$ cat src/rtl/punf_pkg.sv
// shared types and constants for the png row unfilter
`default_nettype none
package punf_pkg;

  localparam int NUM_LANES = 4;
  localparam int CFG_AW    = 3;
  localparam int CFG_DW    = 32;

  typedef logic [7:0] lane_t;
  typedef logic [1:0] op_t;

  localparam op_t OP_SUB   = 2'd0;
  localparam op_t OP_AVG   = 2'd1;
  localparam op_t OP_PAETH = 2'd2;

  localparam logic [2:0] BPP_RGB   = 3'd3;
  localparam logic [2:0] BPP_RESET = 3'd4;

  // word index of the register, taken from paddr[2]
  localparam logic REG_BPP = 1'b0;

  typedef struct packed {
    logic       three;
  } cfg_t;

endpackage
`default_nettype wire

$ cat src/rtl/punf_in_if.sv
// input channel: filtered pixel beat with its above pixel
`default_nettype none
interface punf_in_if;
  logic        valid;
  logic        ready;
  logic [1:0]  op;
  logic        row_start;
  logic [7:0]  filt_byte0;
  logic [7:0]  filt_byte1;
  logic [7:0]  filt_byte2;
  logic [7:0]  filt_byte3;
  logic [7:0]  above_byte0;
  logic [7:0]  above_byte1;
  logic [7:0]  above_byte2;
  logic [7:0]  above_byte3;

  modport source (
    output valid, op, row_start, filt_byte0, filt_byte1, filt_byte2, filt_byte3,
    output above_byte0, above_byte1, above_byte2, above_byte3,
    input  ready
  );
  modport sink (
    input  valid, op, row_start, filt_byte0, filt_byte1, filt_byte2, filt_byte3,
    input  above_byte0, above_byte1, above_byte2, above_byte3,
    output ready
  );
endinterface
`default_nettype wire

$ cat src/rtl/punf_out_if.sv
// result channel: reconstructed pixel beat
`default_nettype none
interface punf_out_if;
  logic        valid;
  logic        ready;
  logic [7:0]  out_byte0;
  logic [7:0]  out_byte1;
  logic [7:0]  out_byte2;
  logic [7:0]  out_byte3;

  modport source (
    output valid, out_byte0, out_byte1, out_byte2, out_byte3,
    input  ready
  );
  modport sink (
    input  valid, out_byte0, out_byte1, out_byte2, out_byte3,
    output ready
  );
endinterface
`default_nettype wire

$ cat src/rtl/punf_cfg.sv
// apb register bank holding bytes_per_pixel
`default_nettype none
module punf_cfg (
  input  wire logic                        clk,
  input  wire logic                        rst_n,
  input  wire logic                        psel,
  input  wire logic                        penable,
  input  wire logic                        pwrite,
  input  wire logic [punf_pkg::CFG_AW-1:0] paddr,
  input  wire logic [punf_pkg::CFG_DW-1:0] pwdata,
  output logic      [punf_pkg::CFG_DW-1:0] prdata,
  output logic                             pready,
  output punf_pkg::cfg_t                   cfg
);

  logic [2:0] bpp_r;
  logic       wr_en;

  assign pready = 1'b1;
  assign wr_en  = psel && penable && pwrite && (paddr[2] == punf_pkg::REG_BPP);

  always_ff @(posedge clk) begin
    if (!rst_n) begin
      bpp_r <= punf_pkg::BPP_RESET;
    end else if (wr_en) begin
      bpp_r <= pwdata[2:0];
    end
  end

  always_comb begin
    prdata = '0;
    if (paddr[2] == punf_pkg::REG_BPP) begin
      prdata = {{(punf_pkg::CFG_DW-3){1'b0}}, bpp_r};
    end
  end

  // anything other than three acts as four
  assign cfg.three = (bpp_r == punf_pkg::BPP_RGB);

endmodule
`default_nettype wire

$ cat src/rtl/punf_lane.sv
// one byte lane of the predictor and adder
`default_nettype none
module punf_lane (
  input  wire logic            active,
  input  wire logic            row_start,
  input  wire punf_pkg::op_t   op,
  input  wire punf_pkg::lane_t filt,
  input  wire punf_pkg::lane_t above,
  input  wire punf_pkg::lane_t left,
  input  wire punf_pkg::lane_t upleft,
  output punf_pkg::lane_t      recon,
  output punf_pkg::lane_t      above_keep
);

  punf_pkg::lane_t a;
  punf_pkg::lane_t c;
  punf_pkg::lane_t pred;
  logic        [8:0] avg_sum;
  logic signed [9:0] d_bc;
  logic signed [9:0] d_ac;
  logic signed [9:0] d_sum;
  logic signed [9:0] pa;
  logic signed [9:0] pb;
  logic signed [9:0] pc;
  punf_pkg::lane_t paeth;

  assign a = row_start ? 8'd0 : left;
  assign c = row_start ? 8'd0 : upleft;

  assign avg_sum = {1'b0, a} + {1'b0, above};

  assign d_bc  = $signed({2'b00, above}) - $signed({2'b00, c});
  assign d_ac  = $signed({2'b00, a}) - $signed({2'b00, c});
  assign d_sum = d_bc + d_ac;
  assign pa    = d_bc[9]  ? -d_bc  : d_bc;
  assign pb    = d_ac[9]  ? -d_ac  : d_ac;
  assign pc    = d_sum[9] ? -d_sum : d_sum;

  // ties go to left, then to above
  always_comb begin
    if (pa <= pb && pa <= pc) begin
      paeth = a;
    end else if (pb <= pc) begin
      paeth = above;
    end else begin
      paeth = c;
    end
  end

  always_comb begin
    case (op)
      punf_pkg::OP_SUB:   pred = a;
      punf_pkg::OP_AVG:   pred = avg_sum[8:1];
      punf_pkg::OP_PAETH: pred = paeth;
      default:            pred = 8'd0;
    endcase
  end

  assign recon      = active ? (filt + pred) : 8'd0;
  assign above_keep = active ? above : 8'd0;

endmodule
`default_nettype wire

$ cat src/rtl/png_row_unfilter.sv
// top level of the png row unfilter: input register, lane datapath, result register
//
//   channel | role   | beat
//   in_ch   | sink   | op, row_start, filt_byte0..3, above_byte0..3
//   out_ch  | source | out_byte0..3
//   cfg_*   | apb    | bytes_per_pixel at byte address 0
//
// one pixel per clock sustained while the result is accepted; a beat is captured in
// the input register and then moves on to the result register.
// the left and upper-left pixels update as a beat moves to the result register,
// which is the feedback loop that sets the rate.
// synchronous active-low reset clears both context pixels and the valid flags.
// a stalled result holds while the input register still takes one more beat.
`default_nettype none
module png_row_unfilter (
  input  wire logic                        clk,
  input  wire logic                        rst_n,
  punf_in_if.sink                          in_ch,
  punf_out_if.source                       out_ch,
  input  wire logic                        cfg_psel,
  input  wire logic                        cfg_penable,
  input  wire logic                        cfg_pwrite,
  input  wire logic [punf_pkg::CFG_AW-1:0] cfg_paddr,
  input  wire logic [punf_pkg::CFG_DW-1:0] cfg_pwdata,
  output logic      [punf_pkg::CFG_DW-1:0] cfg_prdata,
  output logic                             cfg_pready
);

  localparam int NL = punf_pkg::NUM_LANES;

  punf_pkg::cfg_t cfg;

  logic                  in_valid_r;
  punf_pkg::op_t         in_op_r;
  logic                  in_start_r;
  logic [NL*8-1:0]       in_filt_r;
  logic [NL*8-1:0]       in_above_r;
  logic                  out_valid_r;
  logic [NL*8-1:0]       out_data_r;
  logic [NL*8-1:0]       left_r;
  logic [NL*8-1:0]       upleft_r;
  logic [NL*8-1:0]       recon;
  logic [NL*8-1:0]       above_keep;
  logic                  move;
  logic                  take;

  punf_cfg u_cfg (
    .clk     (clk),
    .rst_n   (rst_n),
    .psel    (cfg_psel),
    .penable (cfg_penable),
    .pwrite  (cfg_pwrite),
    .paddr   (cfg_paddr),
    .pwdata  (cfg_pwdata),
    .prdata  (cfg_prdata),
    .pready  (cfg_pready),
    .cfg     (cfg)
  );

  assign move        = in_valid_r && (!out_valid_r || out_ch.ready);
  assign in_ch.ready = !in_valid_r || move;
  assign take        = in_ch.valid && in_ch.ready;

  always_ff @(posedge clk) begin
    if (!rst_n) begin
      in_valid_r <= 1'b0;
    end else if (take) begin
      in_valid_r <= 1'b1;
    end else if (move) begin
      in_valid_r <= 1'b0;
    end
  end

  always_ff @(posedge clk) begin
    if (take) begin
      in_op_r    <= in_ch.op;
      in_start_r <= in_ch.row_start;
      in_filt_r  <= {in_ch.filt_byte3, in_ch.filt_byte2, in_ch.filt_byte1,
                     in_ch.filt_byte0};
      in_above_r <= {in_ch.above_byte3, in_ch.above_byte2, in_ch.above_byte1,
                     in_ch.above_byte0};
    end
  end

  for (genvar i = 0; i < NL; i++) begin : g_lane
    punf_lane u_lane (
      .active     ((i < NL - 1) || !cfg.three),
      .row_start  (in_start_r),
      .op         (in_op_r),
      .filt       (in_filt_r[i*8 +: 8]),
      .above      (in_above_r[i*8 +: 8]),
      .left       (left_r[i*8 +: 8]),
      .upleft     (upleft_r[i*8 +: 8]),
      .recon      (recon[i*8 +: 8]),
      .above_keep (above_keep[i*8 +: 8])
    );
  end

  // context follows the beat into the result register
  always_ff @(posedge clk) begin
    if (!rst_n) begin
      left_r   <= '0;
      upleft_r <= '0;
    end else if (move) begin
      left_r   <= recon;
      upleft_r <= above_keep;
    end
  end

  always_ff @(posedge clk) begin
    if (!rst_n) begin
      out_valid_r <= 1'b0;
    end else if (move) begin
      out_valid_r <= 1'b1;
    end else if (out_ch.ready) begin
      out_valid_r <= 1'b0;
    end
  end

  always_ff @(posedge clk) begin
    if (move) begin
      out_data_r <= recon;
    end
  end

  assign out_ch.valid     = out_valid_r;
  assign out_ch.out_byte0 = out_data_r[7:0];
  assign out_ch.out_byte1 = out_data_r[15:8];
  assign out_ch.out_byte2 = out_data_r[23:16];
  assign out_ch.out_byte3 = out_data_r[31:24];

  a_move_fills_out: assert property (@(posedge clk) disable iff (!rst_n)
    move |=> out_valid_r)
    else $error("beat moved but result register not valid");

  a_rgb_lane3_zero: assert property (@(posedge clk) disable iff (!rst_n)
    (move && cfg.three) |=> (out_data_r[31:24] == 8'd0 && left_r[31:24] == 8'd0 &&
                             upleft_r[31:24] == 8'd0))
    else $error("lane 3 not cleared at three bytes per pixel");

  a_upleft_tracks_above: assert property (@(posedge clk) disable iff (!rst_n)
    move |=> (upleft_r[7:0] == $past(in_above_r[7:0])))
    else $error("upper-left context does not follow the above pixel");

  a_left_is_result: assert property (@(posedge clk) disable iff (!rst_n)
    move |=> (left_r == out_data_r))
    else $error("left context differs from the delivered result");

  a_empty_is_ready: assert property (@(posedge clk) disable iff (!rst_n)
    !in_valid_r |-> in_ch.ready)
    else $error("empty input register refuses a beat");

endmodule
`default_nettype wire
$ cat src/flat_wrapper.sv
// flat-port wrapper written by rule: the top's interface ports become plain ports
module png_row_unfilter_flat 
  (clk, rst_n, cfg_psel, cfg_penable, cfg_pwrite, cfg_paddr, cfg_pwdata, cfg_prdata, cfg_pready, in_ch_valid, in_ch_op, in_ch_row_start, in_ch_filt_byte0, in_ch_filt_byte1, in_ch_filt_byte2, in_ch_filt_byte3, in_ch_above_byte0, in_ch_above_byte1, in_ch_above_byte2, in_ch_above_byte3, in_ch_ready, out_ch_valid, out_ch_out_byte0, out_ch_out_byte1, out_ch_out_byte2, out_ch_out_byte3, out_ch_ready);
  punf_in_if in_ch_i ();
  punf_out_if out_ch_i ();
  input  wire logic clk;
  input  wire logic rst_n;
  input  wire logic cfg_psel;
  input  wire logic cfg_penable;
  input  wire logic cfg_pwrite;
  input  wire logic [punf_pkg::CFG_AW-1:0] cfg_paddr;
  input  wire logic [punf_pkg::CFG_DW-1:0] cfg_pwdata;
  output logic      [punf_pkg::CFG_DW-1:0] cfg_prdata;
  output logic cfg_pready;
  input wire logic [$bits(in_ch_i.valid)-1:0] in_ch_valid;
  input wire logic [$bits(in_ch_i.op)-1:0] in_ch_op;
  input wire logic [$bits(in_ch_i.row_start)-1:0] in_ch_row_start;
  input wire logic [$bits(in_ch_i.filt_byte0)-1:0] in_ch_filt_byte0;
  input wire logic [$bits(in_ch_i.filt_byte1)-1:0] in_ch_filt_byte1;
  input wire logic [$bits(in_ch_i.filt_byte2)-1:0] in_ch_filt_byte2;
  input wire logic [$bits(in_ch_i.filt_byte3)-1:0] in_ch_filt_byte3;
  input wire logic [$bits(in_ch_i.above_byte0)-1:0] in_ch_above_byte0;
  input wire logic [$bits(in_ch_i.above_byte1)-1:0] in_ch_above_byte1;
  input wire logic [$bits(in_ch_i.above_byte2)-1:0] in_ch_above_byte2;
  input wire logic [$bits(in_ch_i.above_byte3)-1:0] in_ch_above_byte3;
  output wire logic [$bits(in_ch_i.ready)-1:0] in_ch_ready;
  output wire logic [$bits(out_ch_i.valid)-1:0] out_ch_valid;
  output wire logic [$bits(out_ch_i.out_byte0)-1:0] out_ch_out_byte0;
  output wire logic [$bits(out_ch_i.out_byte1)-1:0] out_ch_out_byte1;
  output wire logic [$bits(out_ch_i.out_byte2)-1:0] out_ch_out_byte2;
  output wire logic [$bits(out_ch_i.out_byte3)-1:0] out_ch_out_byte3;
  input wire logic [$bits(out_ch_i.ready)-1:0] out_ch_ready;
  assign in_ch_i.valid = in_ch_valid;
  assign in_ch_i.op = in_ch_op;
  assign in_ch_i.row_start = in_ch_row_start;
  assign in_ch_i.filt_byte0 = in_ch_filt_byte0;
  assign in_ch_i.filt_byte1 = in_ch_filt_byte1;
  assign in_ch_i.filt_byte2 = in_ch_filt_byte2;
  assign in_ch_i.filt_byte3 = in_ch_filt_byte3;
  assign in_ch_i.above_byte0 = in_ch_above_byte0;
  assign in_ch_i.above_byte1 = in_ch_above_byte1;
  assign in_ch_i.above_byte2 = in_ch_above_byte2;
  assign in_ch_i.above_byte3 = in_ch_above_byte3;
  assign in_ch_ready = in_ch_i.ready;
  assign out_ch_valid = out_ch_i.valid;
  assign out_ch_out_byte0 = out_ch_i.out_byte0;
  assign out_ch_out_byte1 = out_ch_i.out_byte1;
  assign out_ch_out_byte2 = out_ch_i.out_byte2;
  assign out_ch_out_byte3 = out_ch_i.out_byte3;
  assign out_ch_i.ready = out_ch_ready;
  png_row_unfilter u_core (.clk(clk), .rst_n(rst_n), .in_ch(in_ch_i), .out_ch(out_ch_i), .cfg_psel(cfg_psel), .cfg_penable(cfg_penable), .cfg_pwrite(cfg_pwrite), .cfg_paddr(cfg_paddr), .cfg_pwdata(cfg_pwdata), .cfg_prdata(cfg_prdata), .cfg_pready(cfg_pready));
endmodule
$ cat config.mk
export PLATFORM = sky130hd
export DESIGN_NAME = png_row_unfilter_flat
export DESIGN_NICKNAME = d
export VERILOG_FILES = /design/src/rtl/punf_pkg.sv /design/src/rtl/punf_in_if.sv /design/src/rtl/punf_out_if.sv /design/src/rtl/punf_cfg.sv /design/src/rtl/punf_lane.sv /design/src/rtl/png_row_unfilter.sv /design/src/flat_wrapper.sv
export SDC_FILE = /design/constraint.sdc
export NUM_CORES = 1
export LEC_CHECK = 0
export ABC_AREA = 1
export CAP_MARGIN = 0
export CELL_PAD_IN_SITES_DETAIL_PLACEMENT = 0
export CELL_PAD_IN_SITES_GLOBAL_PLACEMENT = 1
export CORE_UTILIZATION = 50
export DETAILED_ROUTE_END_ITERATION = 16
export DONT_BUFFER_PORTS = 1
export GPL_TIMING_DRIVEN = 0
export PLACE_DENSITY_LB_ADDON = 0.15
export SYNTH_ARGS = -nofsm -noshare
export SYNTH_HDL_FRONTEND = slang
export SYNTH_HIERARCHICAL = 1
export SYNTH_SLANG_ARGS = --single-unit
$ cat constraint.sdc
create_clock -name clk -period 13.2 [get_ports clk]
set_input_delay 2.64 -clock clk [delete_from_list [all_inputs] [get_ports clk]]
set_output_delay 2.64 -clock clk [all_outputs]
set_load 0.01 [all_outputs]
Word-level counts from Yosys, hierarchy flattened
Index checks and enable logic that the tools add are counted.
{"block": "totals", "reg_bits": 168, "latch_bits": 0, "mem_bits_rw": 0, "mem_bits_ro": 0, "in_bits": 109, "out_inout_bits": 67, "wordCells": 113, "mem_count": 0}
{"block": "classes", "add_sub_neg": 32, "mul": 0, "div": 0, "order_cmp": 12, "eq_ne": 3, "n_shift": 0, "n_mux": 39, "bitwise_logic": 1, "n_reduce_logical": 16}
{"cell": "$mux W8", "n": 18}
{"cell": "$le A10 B10 Y1", "n": 12}
{"cell": "$mux W10", "n": 12}
{"cell": "$pmux W8 S3", "n": 4}
{"cell": "$neg A9 Y10", "n": 8}
{"cell": "$sub A8 B8 Y9", "n": 8}
{"cell": "$add A9 B9 Y10", "n": 4}
{"cell": "$neg A10 Y10", "n": 4}
{"cell": "$add A8 B8 Y9", "n": 4}
{"cell": "$add A8 B8 Y8", "n": 4}
{"cell": "$logic_and A1 B1 Y1", "n": 9}
{"cell": "$mux W1", "n": 4}
{"cell": "$reduce_bool A2 Y1", "n": 2}
{"cell": "$eq A3 B2 Y1 const B", "n": 1}
{"cell": "$mux W3", "n": 1}
{"cell": "$eq A2 B1 Y1 const B", "n": 1}
{"cell": "$eq A2 B2 Y1 const B", "n": 1}
{"cell": "$logic_not A1 Y1", "n": 2}
{"cell": "$logic_not A2 Y1", "n": 1}
{"cell": "$logic_or A1 B1 Y1", "n": 2}
{"cell": "$not A1 Y1", "n": 1}

Longest topological paths before layout
{"block": "logic_depth", "depth_word": 11, "ltp_mapped": 62, "ltp_nobuf": 59}

By module
Netlist, hierarchy kept.
{"module": "png_row_unfilter", "n_inst": 1, "cells_each": 533, "area_per_inst_um2": 5964.5, "seq_area_each_um2": 4294.1}
{"module": "punf_lane at u_core.g_lane[2].u_lane", "n_inst": 1, "cells_each": 621, "area_per_inst_um2": 3677.3, "seq_area_each_um2": 0.0}
{"module": "punf_lane at u_core.g_lane[0].u_lane", "n_inst": 1, "cells_each": 622, "area_per_inst_um2": 3579.7, "seq_area_each_um2": 0.0}
{"module": "punf_lane at u_core.g_lane[1].u_lane", "n_inst": 1, "cells_each": 620, "area_per_inst_um2": 3542.1, "seq_area_each_um2": 0.0}
{"module": "punf_lane at u_core.g_lane[3].u_lane", "n_inst": 1, "cells_each": 612, "area_per_inst_um2": 3542.1, "seq_area_each_um2": 0.0}
{"module": "punf_cfg", "n_inst": 1, "cells_each": 62, "area_per_inst_um2": 417.9, "seq_area_each_um2": 60.1}

Least setup slack after synthesis
OpenSTA, ideal clock, no wires.
{"block": "synth_path", "path_kind": "reg2reg", "startpoint": "register u_core.in_start_r", "endpoint": "register u_core.left_r[23]", "setup_time_ps": 64, "arrival_time_ps": 6817, "required_ps": 13136, "setup_slack_ps": 6319, "path_stages_with_launch": 50, "path_buffers": 3, "synth_period_minus_slack_ps": 6881, "cell_sequence": "edfxtp_1 -> buf_6 -> inv_6 -> buf_8 -> nand2_1 -> ha_1 -> fa_1 -> inv_1 -> nand3_1 -> nand2_1 -> inv_1 -> ha_1 -> a21o_1 -> a31oi_1 -> xnor2_1 -> or2_2 -> nor2_1 -> nand3_2 -> [14 not listed] -> nand2_1 -> nand2_1 -> inv_1 -> or2_2 -> a21oi_1 -> nor2_1 -> nor2_1 -> nor2_1 -> nor2_1 -> xor2_1 -> inv_1 -> nand2_1 -> nand2_1 -> nor2_1 -> inv_1 -> nand3_1 -> nand2_1 -> nor2_1"}
{"block": "synth_via", "elab_chain_cells": 10, "word_cells_on_any_way": 20, "cone_classes": "add/sub: 8; order compare: 3; mux: 8; reduce/logical: 1"}
{"item": "from (decl)", "line_no": "png_row_unfilter.sv:35", "text": "logic in_start_r;"}
{"item": "from (signal assigned)", "line_no": "png_row_unfilter.sv:77", "text": "in_start_r <= in_ch.row_start;"}
{"item": "$mux W8 (on tied branches)", "line_no": "punf_lane.sv:28, punf_lane.sv:27"}
{"item": "$sub A8 B8 Y9 (on tied branches)", "line_no": "punf_lane.sv:32, punf_lane.sv:33"}
{"item": "$add A9 B9 Y10", "line_no": "punf_lane.sv:34", "text": "assign d_sum = d_bc + d_ac;"}
{"item": "$neg A10 Y10", "line_no": "punf_lane.sv:37", "text": "assign pc = d_sum[9] ? -d_sum : d_sum;"}
{"item": "$mux W10", "line_no": "punf_lane.sv:37"}
{"item": "$le A10 B10 Y1 (on tied branches)", "line_no": "punf_lane.sv:43, punf_lane.sv:41"}
{"item": "$mux W8 or $logic_and A1 B1 Y1 (tied branches)", "line_no": "punf_lane.sv:43, punf_lane.sv:41"}
{"item": "$mux W8", "line_no": "punf_lane.sv:41", "text": "if (pa <= pb && pa <= pc) begin"}
{"item": "$pmux W8 S3 (*)", "line_no": "punf_lane.sv:51", "text": "case (op)"}
{"item": "$add A8 B8 Y8 (*)", "line_no": "punf_lane.sv:59", "text": "assign recon = active ? (filt + pred) : 8'd0;"}
{"item": "via u_core.recon[23]", "line_no": "png_row_unfilter.sv:42", "text": "logic [NL*8-1:0] recon;"}
{"item": "to (signal assigned)", "line_no": "png_row_unfilter.sv:105", "text": "left_r <= recon;"}
{"item": "to (decl)", "line_no": "png_row_unfilter.sv:40", "text": "logic [NL*8-1:0] left_r;"}
The timed path passes the listed nets; every way through them passes the cells marked *.
A chain may end at the register's enable or synchronous reset.

Worst setup path in the final report
{"block": "layout_path", "startpoint": "register u_core.in_start_r", "endpoint": "register u_core.left_r[7]"}
Same word-level chain as after synthesis.

==> summary.txt <==
Placement
  • Gp weighted congestion: 0.934
  • IO Port Bufs: 0
  • Setup slack after placement: 4.69 ns
  • Placed instance area: 21600 um2
  • Half-perimeter wire length after detailed placement: 47500 um

Outcome
  • Result of the run: completed

Detailed routing
  • Routed vias: 19397
  • DRT Pass-1 Iters: 5
  • Number of violations reported at the end of detailed-routing iteration 0: 957
  • Routed length per instance: 15.5 um
  • Final routed wirelength across all metal layers: 57200 um
  • Avg Vias per Cell: 5.26
  • Antenna Nets Post-Route: 0
  • Count of unresolved DRC violations after routing: 0

STA
  • Number of pins with negative max-slew slack in the final report: 0
  • Post-route clock skew: 0.0156 ns
  • Worst rel slew slack: 0.337
  • Setup slack after layout: 4.69 ns
  • Worst hold margin: 0.481 ns
  • Highest attainable clock frequency: 118 MHz
  • Total negative setup slack: 0 ns
  • Minimum period implied by the final worst setup slack: 8.51 ns
  • Final hold violations: 0
  • Setup repair after global routing missed its margin: no
  • Portion of the clock cycle consumed by the worst path in the final layout: 0.645
  • Number of endpoints failing setup at the final stage: 0
  • Slew of the pin with the lowest slew margin: 0.994 ns

Worst setup path
  • Capturing element type of the critical path: flop
  • Highest-delay cell along the critical path: fa_1
  • Required arrival time at the worst endpoint: 13.60 ns
  • Critical path peak fanout: 10
  • Crit path kind: flop to flop
  • Type of element launching the critical path: flop
  • CP max stage delay: 0.59 ns
  • Worst path arrival time: 8.91 ns
  • Crit path top cell by count: nor2_1

Clock network
  • Clock Latency Late Sink: 0.48 ns
  • CTS sink count: 168
  • Number of clock buffers inserted by TritonCTS: 17
  • Clock tree from TritonCTS: yes
  • CTS HTree Levels: 4
  • Buffers inserted during post-CTS setup optimization: 0
  • Clk buf depth: 2
  • Root cell of the clock tree: clkbuf_16
  • Clock-pin slew on the worst setup and hold paths: 0.07 ns
  • Post-cts resize count: 0
  • Number of hold buffers added after cts: 0

Floorplan
  • Starting density of the core: 0.508
  • Die extent in x: 206 um
  • Boundary Pins: 176
  • Placeable core region: 40800 um2
  • Die outline area: 42300 um2
  • Vertical die dimension: 206 um
  • Standard-cell rows: 74

Yosys
  • Number of library cell types mapped by synthesis: 62
  • Count of mapped cells out of synthesis: 3070
  • Average instance area after synthesis: 6.75 um2
  • Number of synthesized register bits: 168
  • Number of warnings issued by yosys: 6
  • Count of flip-flops with a built-in enable after synthesis: 99
  • Most instantiated flip-flop cell in the synthesis netlist: edfxtp_1
  • Proportion of synthesized chip area in sequential cells: 0.210
  • Cell area after synthesis: 20700 um2
  • FFs w/ async S/R, synth: 0

Global routing
  • Remaining Overflow, GRT: 0
  • Vias in the first global route: 18188
  • Number of antenna violations at the first check in global routing: 1
  • Total routing usage reported by global routing: 0.274
  • Largest net degree at the start of global routing: 68
  • First-pass GRT wire length: 90900 um

Power and ir drop
  • Final Total Pwr: 3.26 mW
  • Leakage: 11.6 nW
  • Maximum vdd ir drop: 106 uV
  • Power density of the placed cells: 147 nW/um2

Final layout
  • Post-Layout Inst Area: 22200 um2
  • Diode count: 0
  • Area growth from synthesis to layout: 7.29%
  • Layout cell share with drive strength beyond 1: 0.0912
  • Fin nets: 3531

Flow run
  • Max-cap violations: 0

Worst hold path
  • Type of the tightest min-delay check: flop to flop
-- power breakdown --
group          switching (mW)  total [mW]  internal (mW)
logic                    1.34        2.09          0.758
clock network           0.224       0.524          0.300
registers              0.0405       0.645          0.605
total                    1.60        3.26           1.66
-- critical path, delay by kind of cell (launching register included) --
kind,cells,cell delay (ns)
buf+inv,8,1.08
fa+ha+maj,5,1.79
compound gates,6,1.40
flops,1,0.54
simple gates,27,3.28
xor+xnor,2,0.31
-- layout by cell type, fill, tap and decap left out, types with 43 or more instances in the layout --
| cell | n |
|---|---|
| nand4_1 | 43 |
| xor2_1 | 72 |
| a21oi_1 | 206 |
| ha_1 | 256 |
| dfxtp_1 | 69 |
| nor2_1 | 261 |
| nand3_1 | 287 |
| edfxtp_1 | 99 |
| inv_1 | 541 |
| nand2_2 | 50 |
| conb_1 | 67 |
| nand2_1 | 667 |
| o21ai_0 | 88 |
-- kinds of logic after synthesis --
family,after synthesis,share of synthesized area
xor gates and xnor gates,99,0.0437
buffers and inverters,643,0.132
other,11,0.00199
DFF,168,0.210
adders and majority gates,276,0.174
and+or+nand+nor,1453,0.319
AOI/OAI and AO/OA,420,0.119
-- stage by stage --
step                 util  instances
floorplan               -       3126
global placement    0.529       3658
detailed placement  0.530       3659
CTS                 0.545       3691
global route        0.545       3691
finish              0.545       3691
-- final timing paths --
check	to	slack, ns	depth (start not counted)	startpoint
max	u_core/left_r[7]	4.69	48	u_core/in_start_r
max reg2reg	u_core/left_r[7]	4.69	48	u_core/in_start_r
min	u_core/upleft_r[8]	0.48	2	u_core/upleft_r[8]
min reg2reg	u_core/upleft_r[8]	0.48	2	u_core/upleft_r[8]
-- layout make-up --
cell class | count | area [um2]
multi-input combinational | 2315 | 13900
tap | 532 | 666
fill | 4128 | 18600
inverter | 558 | 2110
clock inverter | 13 | 168
buffer | 85 | 636
timing repair buffer | 1 | 20.0
clock buffer | 19 | 433
sequential | 168 | 4350
-- cells in the mapped netlist, drive strengths merged, types with 5 or more instances --
| cell | number | area (um2) |
|---|---|---|
| a21o | 11 | 82.6 |
| conb | 11 | 41.3 |
| clkbuf | 7 | 26.3 |
| buf | 78 | 609 |
| a22oi | 5 | 37.5 |
| nor2 | 282 | 1150 |
| nand3 | 310 | 1670 |
| nor3b | 5 | 37.5 |
| o21bai | 5 | 37.5 |
| edfxtp | 99 | 2970 |
| o221ai | 9 | 78.8 |
| xnor2 | 23 | 209 |
| a31oi | 10 | 62.6 |
| nand4 | 43 | 269 |
| o211ai | 32 | 240 |
| nor3 | 28 | 150 |
| or2 | 32 | 203 |
| nand2 | 730 | 2960 |
| a211oi | 8 | 60.1 |
| a21oi | 219 | 1180 |
| o21ai | 102 | 526 |
| xor2 | 76 | 696 |
| a31o | 6 | 52.6 |
| fa | 20 | 400 |
| ha | 256 | 3200 |
| nand3b | 16 | 124 |
| dfxtp | 69 | 1380 |
| inv | 555 | 2090 |
| a21boi | 5 | 37.5 |
-- layer usage --
layer / global-route usage / vias up / routed length [um]
met3: 0.0453 / 61 / 2640
met4: 0.0788 / 2 / 1090
met5: 0 / - / 13
met2: 0.472 / 390 / 27200
met1: 0.350 / 8897 / 26300
li1: - / 10047 / -
-- registers in the layout, indices dropped and copies added (netlist names) --
signal               cells
u_core/in_above_r       32
u_core/in_filt_r        32
u_core/in_op_r           2
u_core/in_start_r        1
u_core/in_valid_r        1
u_core/left_r           32
u_core/out_ch.valid      1
u_core/out_data_r       32
u_core/u_cfg/bpp_r       3
u_core/upleft_r         32
No activity file was read; power rests on OpenSTA's default activity.
